===== src/rtl/cfsd_pkg.sv =====
// shared types and constants for the serial can frame deframer
package cfsd_pkg;

   // framing bytes and masks
   localparam logic [7:0] START_BYTE   = 8'hAA;
   localparam logic [7:0] TAIL_BYTE    = 8'h55;
   localparam logic [7:0] EXT_TOP_MASK = 8'h1F;
   localparam logic [7:0] STD_TOP_MASK = 8'h07;
   localparam int         EXT_BIT_POS  = 5;

   // identifier byte counts and the index of the top identifier byte
   localparam logic [3:0] STD_ID_BYTES = 4'd2;
   localparam logic [3:0] EXT_ID_BYTES = 4'd4;
   localparam logic [3:0] STD_ID_TOP   = 4'd1;
   localparam logic [3:0] EXT_ID_TOP   = 4'd3;

   // result status codes
   localparam logic [1:0] ST_GOOD     = 2'd0;
   localparam logic [1:0] ST_BAD_LEN  = 2'd1;
   localparam logic [1:0] ST_BAD_TAIL = 2'd2;

   // parser phases, one-hot
   typedef enum logic [4:0] {
      PH_HUNT = 5'b00001,
      PH_INFO = 5'b00010,
      PH_ID   = 5'b00100,
      PH_DATA = 5'b01000,
      PH_TAIL = 5'b10000
   } phase_type;

   // one decoded frame result
   typedef struct packed {
      logic [1:0]  status;
      logic [28:0] frame_id;
      logic        extended;
      logic [3:0]  dlc;
      logic [63:0] payload;
   } result_type;

endpackage


===== src/rtl/cfsd_parser.sv =====
// byte-at-a-time frame parser state and next-state logic
module cfsd_parser
   import cfsd_pkg::*;
#(
   parameter int MAX_DATA_BYTES = 8
) (
   input  logic       clock,
   input  logic       reset,
   input  logic       byte_take,
   input  logic [7:0] rx_byte,
   output logic       res_valid,
   output result_type res
);

   localparam logic [4:0] MaxLen = 5'(MAX_DATA_BYTES);

   phase_type   phase_ff,   phase_in;
   logic [3:0]  count_ff,   count_in;
   logic [28:0] id_ff,      id_in;
   logic        ext_ff,     ext_in;
   logic [3:0]  len_ff,     len_in;
   logic [63:0] pay_ff,     pay_in;

   logic [7:0]  id_byte;
   logic [31:0] id_wide;
   logic [3:0]  count_inc;
   logic [3:0]  id_total;

   // next state and result for the byte being taken
   always_comb begin
      phase_in  = phase_ff;
      count_in  = count_ff;
      id_in     = id_ff;
      ext_in    = ext_ff;
      len_in    = len_ff;
      pay_in    = pay_ff;
      res_valid = 1'b0;
      res.status   = ST_GOOD;
      res.frame_id = id_ff;
      res.extended = ext_ff;
      res.dlc      = len_ff;
      res.payload  = pay_ff;
      count_inc = count_ff + 4'd1;
      id_total  = ext_ff ? EXT_ID_BYTES : STD_ID_BYTES;

      // mask the top identifier byte down to the id width
      id_byte = rx_byte;
      if (ext_ff && count_ff == EXT_ID_TOP) begin
         id_byte = rx_byte & EXT_TOP_MASK;
      end else if (!ext_ff && count_ff == STD_ID_TOP) begin
         id_byte = rx_byte & STD_TOP_MASK;
      end
      id_wide = {3'b000, id_ff};
      id_wide[8 * count_ff[1:0] +: 8] = id_wide[8 * count_ff[1:0] +: 8] | id_byte;

      if (byte_take) begin
         case (phase_ff)
            PH_HUNT: begin
               if (rx_byte == START_BYTE) begin
                  phase_in = PH_INFO;
               end
            end
            PH_INFO: begin
               len_in   = rx_byte[3:0];
               ext_in   = rx_byte[EXT_BIT_POS];
               id_in    = '0;
               pay_in   = '0;
               count_in = '0;
               if ({1'b0, rx_byte[3:0]} > MaxLen) begin
                  res_valid    = 1'b1;
                  res.status   = ST_BAD_LEN;
                  res.frame_id = '0;
                  res.extended = rx_byte[EXT_BIT_POS];
                  res.dlc      = rx_byte[3:0];
                  res.payload  = '0;
                  phase_in     = PH_HUNT;
               end else begin
                  phase_in = PH_ID;
               end
            end
            PH_ID: begin
               id_in    = id_wide[28:0];
               count_in = count_inc;
               if (count_inc == id_total) begin
                  count_in = '0;
                  phase_in = (len_ff == 4'd0) ? PH_TAIL : PH_DATA;
               end
            end
            PH_DATA: begin
               pay_in[8 * count_ff[2:0] +: 8] = pay_ff[8 * count_ff[2:0] +: 8] | rx_byte;
               count_in = count_inc;
               if (count_inc >= len_ff) begin
                  phase_in = PH_TAIL;
               end
            end
            PH_TAIL: begin
               res_valid  = 1'b1;
               res.status = (rx_byte == TAIL_BYTE) ? ST_GOOD : ST_BAD_TAIL;
               phase_in   = PH_HUNT;
            end
            default: begin
               phase_in = PH_HUNT;
            end
         endcase
      end
   end

   // control state
   always_ff @(posedge clock) begin
      if (reset) begin
         phase_ff <= PH_HUNT;
         count_ff <= '0;
         ext_ff   <= 1'b0;
         len_ff   <= '0;
      end else begin
         phase_ff <= phase_in;
         count_ff <= count_in;
         ext_ff   <= ext_in;
         len_ff   <= len_in;
      end
   end

   // accumulators, loaded at the info byte before use
   always_ff @(posedge clock) begin
      id_ff  <= id_in;
      pay_ff <= pay_in;
   end

endmodule


===== src/rtl/cfsd_rsp_reg.sv =====
// result register holding one frame result until taken
module cfsd_rsp_reg
   import cfsd_pkg::*;
(
   input  logic       clock,
   input  logic       reset,
   input  logic       load,
   input  result_type load_res,
   input  logic       rsp_ready,
   output logic       rsp_valid,
   output logic       slot_free,
   output result_type rsp_res
);

   logic       valid_ff, valid_in;
   result_type res_ff,   res_in;

   // load wins over drain, the slot is free when empty or being taken
   always_comb begin
      valid_in = valid_ff;
      res_in   = res_ff;
      if (load) begin
         valid_in = 1'b1;
         res_in   = load_res;
      end else if (rsp_ready) begin
         valid_in = 1'b0;
      end
   end

   always_ff @(posedge clock) begin
      if (reset) begin
         valid_ff <= 1'b0;
      end else begin
         valid_ff <= valid_in;
      end
   end

   always_ff @(posedge clock) begin
      res_ff <= res_in;
   end

   assign rsp_valid = valid_ff;
   assign slot_free = !valid_ff || rsp_ready;
   assign rsp_res   = res_ff;

endmodule


===== src/rtl/can_serial_frame_deframer.sv =====
// top level: serial byte stream to can frame results
// a result appears in the cycle after the byte that completes or aborts a frame is taken
// throughput: one byte per cycle, limited only by the single result register
// a byte is refused only while an untaken result sits in the result register
// reset: synchronous, parser returns to hunting for the start byte, result slot empties
module can_serial_frame_deframer
   import cfsd_pkg::*;
#(
   parameter int MAX_DATA_BYTES = 8
) (
   input  logic        clock,
   input  logic        reset,
   input  logic        req_valid,
   output logic        req_ready,
   input  logic [7:0]  req_rx_byte,
   output logic        rsp_valid,
   input  logic        rsp_ready,
   output logic [1:0]  rsp_status,
   output logic [28:0] rsp_frame_id,
   output logic        rsp_extended,
   output logic [3:0]  rsp_dlc,
   output logic [63:0] rsp_payload
);

   logic       req_take;
   logic       res_valid;
   logic       slot_free;
   result_type res;
   result_type rsp_res;

   // request accepted when the result slot can take whatever it yields
   assign req_ready = slot_free;
   assign req_take  = req_valid && slot_free;

   cfsd_parser #(
      .MAX_DATA_BYTES(MAX_DATA_BYTES)
   ) u_parser (
      .clock     (clock),
      .reset     (reset),
      .byte_take (req_take),
      .rx_byte   (req_rx_byte),
      .res_valid (res_valid),
      .res       (res)
   );

   cfsd_rsp_reg u_rsp_reg (
      .clock     (clock),
      .reset     (reset),
      .load      (res_valid),
      .load_res  (res),
      .rsp_ready (rsp_ready),
      .rsp_valid (rsp_valid),
      .slot_free (slot_free),
      .rsp_res   (rsp_res)
   );

   // result fields
   assign rsp_status   = rsp_res.status;
   assign rsp_frame_id = rsp_res.frame_id;
   assign rsp_extended = rsp_res.extended;
   assign rsp_dlc      = rsp_res.dlc;
   assign rsp_payload  = rsp_res.payload;

endmodule


===== config.mk =====
export PLATFORM = sky130hd
export DESIGN_NAME = can_serial_frame_deframer
export DESIGN_NICKNAME = d
export VERILOG_FILES = /design/src/rtl/cfsd_pkg.sv /design/src/rtl/cfsd_parser.sv /design/src/rtl/cfsd_rsp_reg.sv /design/src/rtl/can_serial_frame_deframer.sv
export SDC_FILE = /design/constraint.sdc
export NUM_CORES = 1
export LEC_CHECK = 0
export BUFFER_PORTS_ARGS = -buffer_cell sky130_fd_sc_hd__buf_2
export CAP_MARGIN = 10
export CORE_ASPECT_RATIO = 1.4
export CORE_MARGIN = 4
export CORE_UTILIZATION = 25
export DETAILED_ROUTE_END_ITERATION = 12
export PLACE_DENSITY = 0.52
export SKIP_LAST_GASP = 1
export SLEW_MARGIN = 20
export SYNTH_ARGS = -nofsm -noshare
export SYNTH_HDL_FRONTEND = slang
export SYNTH_HIERARCHICAL = 1
export SYNTH_SLANG_ARGS = --single-unit

===== constraint.sdc =====
create_clock -name clock -period 7.7 [get_ports clock]
set_input_delay 0.385 -clock clock [delete_from_list [all_inputs] [get_ports clock]]
set_output_delay 0.385 -clock clock [all_outputs]
set_load 0.005 [all_outputs]

==> key figures <==
Status
  – Outcome: complete, no violations

Timing
  – Final hold slack: 0.173 ns
  – Fmax: 0.315 GHz
  – Slew Viols, Final: 0
  – Fin. Hold Viols: 0
  – Max_slew headroom: 0.342
  – Crit share post-route: 0.413
  – Worst-margin pin slew: 0.982 ns
  – Setup TNS Final: 0 ns
  – Final Skew: 0.0114 ns
  – RSZ-0062 raised after global routing: false
  – Crit path time final: about 3.2 ns
  – Setup violators final: 0

Routing
  – DR WL/cell: 18.7 um
  – DR pass1 iterations: 4
  – Drt total wl: 26200 um
  – Vias after detailed routing: 6315
  – Drc violations: 0
  – Antenna-violating nets left: 0
  – Iter 0 DRT Violations: 462
  – Vias per cell: 4.51

Synthesis
  – Synth area leader: edfxtp_1
  – Mapped Area: 9750 um2
  – #FFs+latches synth: 208
  – Sequential fraction of the synthesis area: 0.625
  – Post-synth cell types: 63
  – Largest family of logic cells by synthesized area: simple AND/OR/NAND/NOR gates
  – Yosys warnings: 6
  – Top FF cell, synth: edfxtp_1
  – EDFF count, synth: 193
  – Syn avg cell area: 12.9 um2
  – Yosys top cell area share: 0.595
  – Post-Syn Nets: 776
  – Simple-Gate Fraction of Synth Area: 0.169
  – Synth Instances: approximately 760
  – Async set-reset flop share out of synthesis: 0
  – Post-synthesis mux area share: 0.0726
  – Synth Area in Adders: 0.0116
  – Synth Area in Compound Gates: 0.0915
  – Post-synthesis xor/xnor area fraction: 0.00359
  – Synth top area cells: edfxtp_1 59%, and2_1 6.5%, mux4_2 3.2%

Finish
  – Final nets: 884
  – Cell area after layout: about 12000 um2
  – Area Growth Syn to Fin: 18.1%
  – Non-Filler Instances: 1401
  – Fraction of layout cells with a size suffix above 1: 0.228

Die
  – Starting Density: 0.253
  – Die height: 242 um
  – DIE AREA: between 40000 and 50000 um2
  – Core footprint: 38500 um2
  – # IOs: 114
  – Rows: 85
  – Die width: ~170 um

Critical path
  – Worst-path cell chain: clkinv_1 -> ha_1 -> nand3b_1 -> nor3_2 -> nor2_1 -> a211oi_1
  – Critical Path Start Type: flip-flop
  – CP Data Arrival Time: roughly 3.5 ns
  – Setup CP Type: flip-flop to flip-flop
  – Kind of end point of the critical path: flip-flop
  – CP max-delay cell: dfxtp_1
  – Crit path largest cell delay: 0.70 ns
  – Required @ worst endpoint: 8.03 ns
  – Worst-path fanout max: 20

Global routing
  – First-pass GRT wire length: a little under 40000 um
  – Overflow after GRT: 0
  – GRT Total Usage: 0.119
  – Number of global-route vias before repair: 6361
  – Antenna violations before repair: 3
  – Largest net degree at the start of global routing: 99

Placed design
  – Port bufs: 113
  – Post-DP HPWL: roughly 18000 um
  – Post-Place Cells: roughly 1400
  – Post-Place Cell Area: 10800 um2
  – Routability cong.: 0.790

Run
  – MaxCap Viol Count: 0

Clocking
  – Buffer count from post-CTS setup fixing: 0
  – Hold buffer count at CTS: 0
  – CTS buffer count: 23
  – Sink Count: 208
  – Post-cts sizing count: 0
  – CTS tree: built
  – Worst-path clk slew: approximately 0.06 ns
  – Worst skew pair latency: 0.50 ns
  – Clock Tree Root: clkbuf_16
  – H-tree Lvls: 1
  – Clock Tree Buf Depth: 3

Power and ir drop
  – Power Density: approximately 210 nW/um2
  – Pleak: 0.00384 uW
  – Worst IR drop on VDD: approximately 0.13 mV
  – Total power: 2460 uW

Hold path
  – Worst Hold Class: input pin to flip-flop
power by group:
group	internal [uW]	total [uW]	switching [uW]
combinational	62.5	150	87.3
clock	580	1010	435
sequential	1270	1300	31.0
total	1910	2460	553
worst max-delay path, delay by kind of cell (launching register included):
kind / cells / cell delay (ns)
compound gates: 1 / 0.24
fa+ha+maj: 1 / 0.51
buf+inv: 1 / 0.61
flops: 1 / 0.70
simple gates: 3 / 0.95
kinds of logic (layout without fill, tap and decap cells):
kind of cell               after synthesis  count (layout)
and+or+nand+nor                        312             312
adders and majority gates                9               9
xor gates and xnor gates                 4               4
other                                    0               2
muxes                                   40              40
buffers and inverters                   48             170
AOI/OAI and AO/OA                      134             134
DFF                                    208             208
placed cells by master (no fill, tap or decap), types with 4 or more instances in the layout:
cell type and count:
clkinv_1 5, a211oi_1 17, a21oi_1 34, buf_4 7, nand3_1 6, mux4_2 14, and3_1 4, clkbuf_1 5
o21ai_0 51, mux4_1 7, a211oi_4 5, ha_1 9, and2_1 102, a21oi_2 5, mux2i_1 13, clkinv_2 5
nor2_1 79, nor2b_1 28, buf_2 113, inv_1 9, nor3_1 4, nand2_1 64, edfxtp_1 193, clkbuf_16 23
dfxtp_1 14
per-stage QoR:
step	worst slack [ns]	util
after detailed placement	4.31	0.281
after floorplan	1.37	-
after global placement	4.42	0.281
final	4.52	0.299
after global routing	4.21	0.299
after CTS	4.50	0.299
final timing paths:
check,slack [ns],startpoint,endpoint,depth (start not counted)
worst min-delay path,0.17,rsp_ready,u_rsp_reg/rsp_valid,3
worst min register to register,0.50,u_rsp_reg/rsp_valid,u_rsp_reg/rsp_valid,2
worst max register to register,4.52,u_parser/count_ff[2],u_parser/pay_ff[2],6
worst max-delay path,4.52,u_parser/count_ff[2],u_parser/pay_ff[2],6
cell usage after synthesis, types with 5 or more instances:
| library cell | n |
|---|---|
| nor2_1 | 79 |
| buf_2 | 7 |
| mux4_1 | 7 |
| a211oi_4 | 5 |
| a21oi_1 | 34 |
| a21oi_2 | 5 |
| nand2_1 | 65 |
| nor2b_1 | 28 |
| edfxtp_1 | 193 |
| o21ai_0 | 51 |
| mux2i_1 | 13 |
| inv_1 | 9 |
| nand3_1 | 6 |
| ha_1 | 9 |
| and2_1 | 102 |
| mux4_2 | 14 |
| a211oi_1 | 17 |
| dfxtp_1 | 15 |
| clkbuf_1 | 21 |
| buf_6 | 6 |
state kept, by name (all words and copies together) (netlist names):
| signal | cells |
|---|---|
| u_parser/count_ff | 4 |
| u_parser/ext_ff | 1 |
| u_parser/id_ff | 29 |
| u_parser/len_ff | 4 |
| u_parser/pay_ff | 64 |
| u_parser/phase_ff | 5 |
| u_rsp_reg/rsp_res | 100 |
| u_rsp_reg/rsp_valid | 1 |
metal layers:
layer,vias up,global-route usage,wire [um],part of all wire
met4,2,0.0271,469,0.018
met1,3131,0.141,10200,0.39
met5,-,0,7,0.00027
met3,34,0.0245,1470,0.056
li1,2976,-,-,-
met2,172,0.220,14100,0.54
area by class of cell:
class                   instances  area, um2
fillers                      4021      27000
flip-flops and latches        208       6100
multi-input cells             499       3420
well taps                     522        653
repair buffers                120        618
clock buffers                  28        594
clock inverters                11       83.8
inverters                      11       41.3
diodes                          2       5.00
No activity file was read; power rests on OpenSTA's default activity.
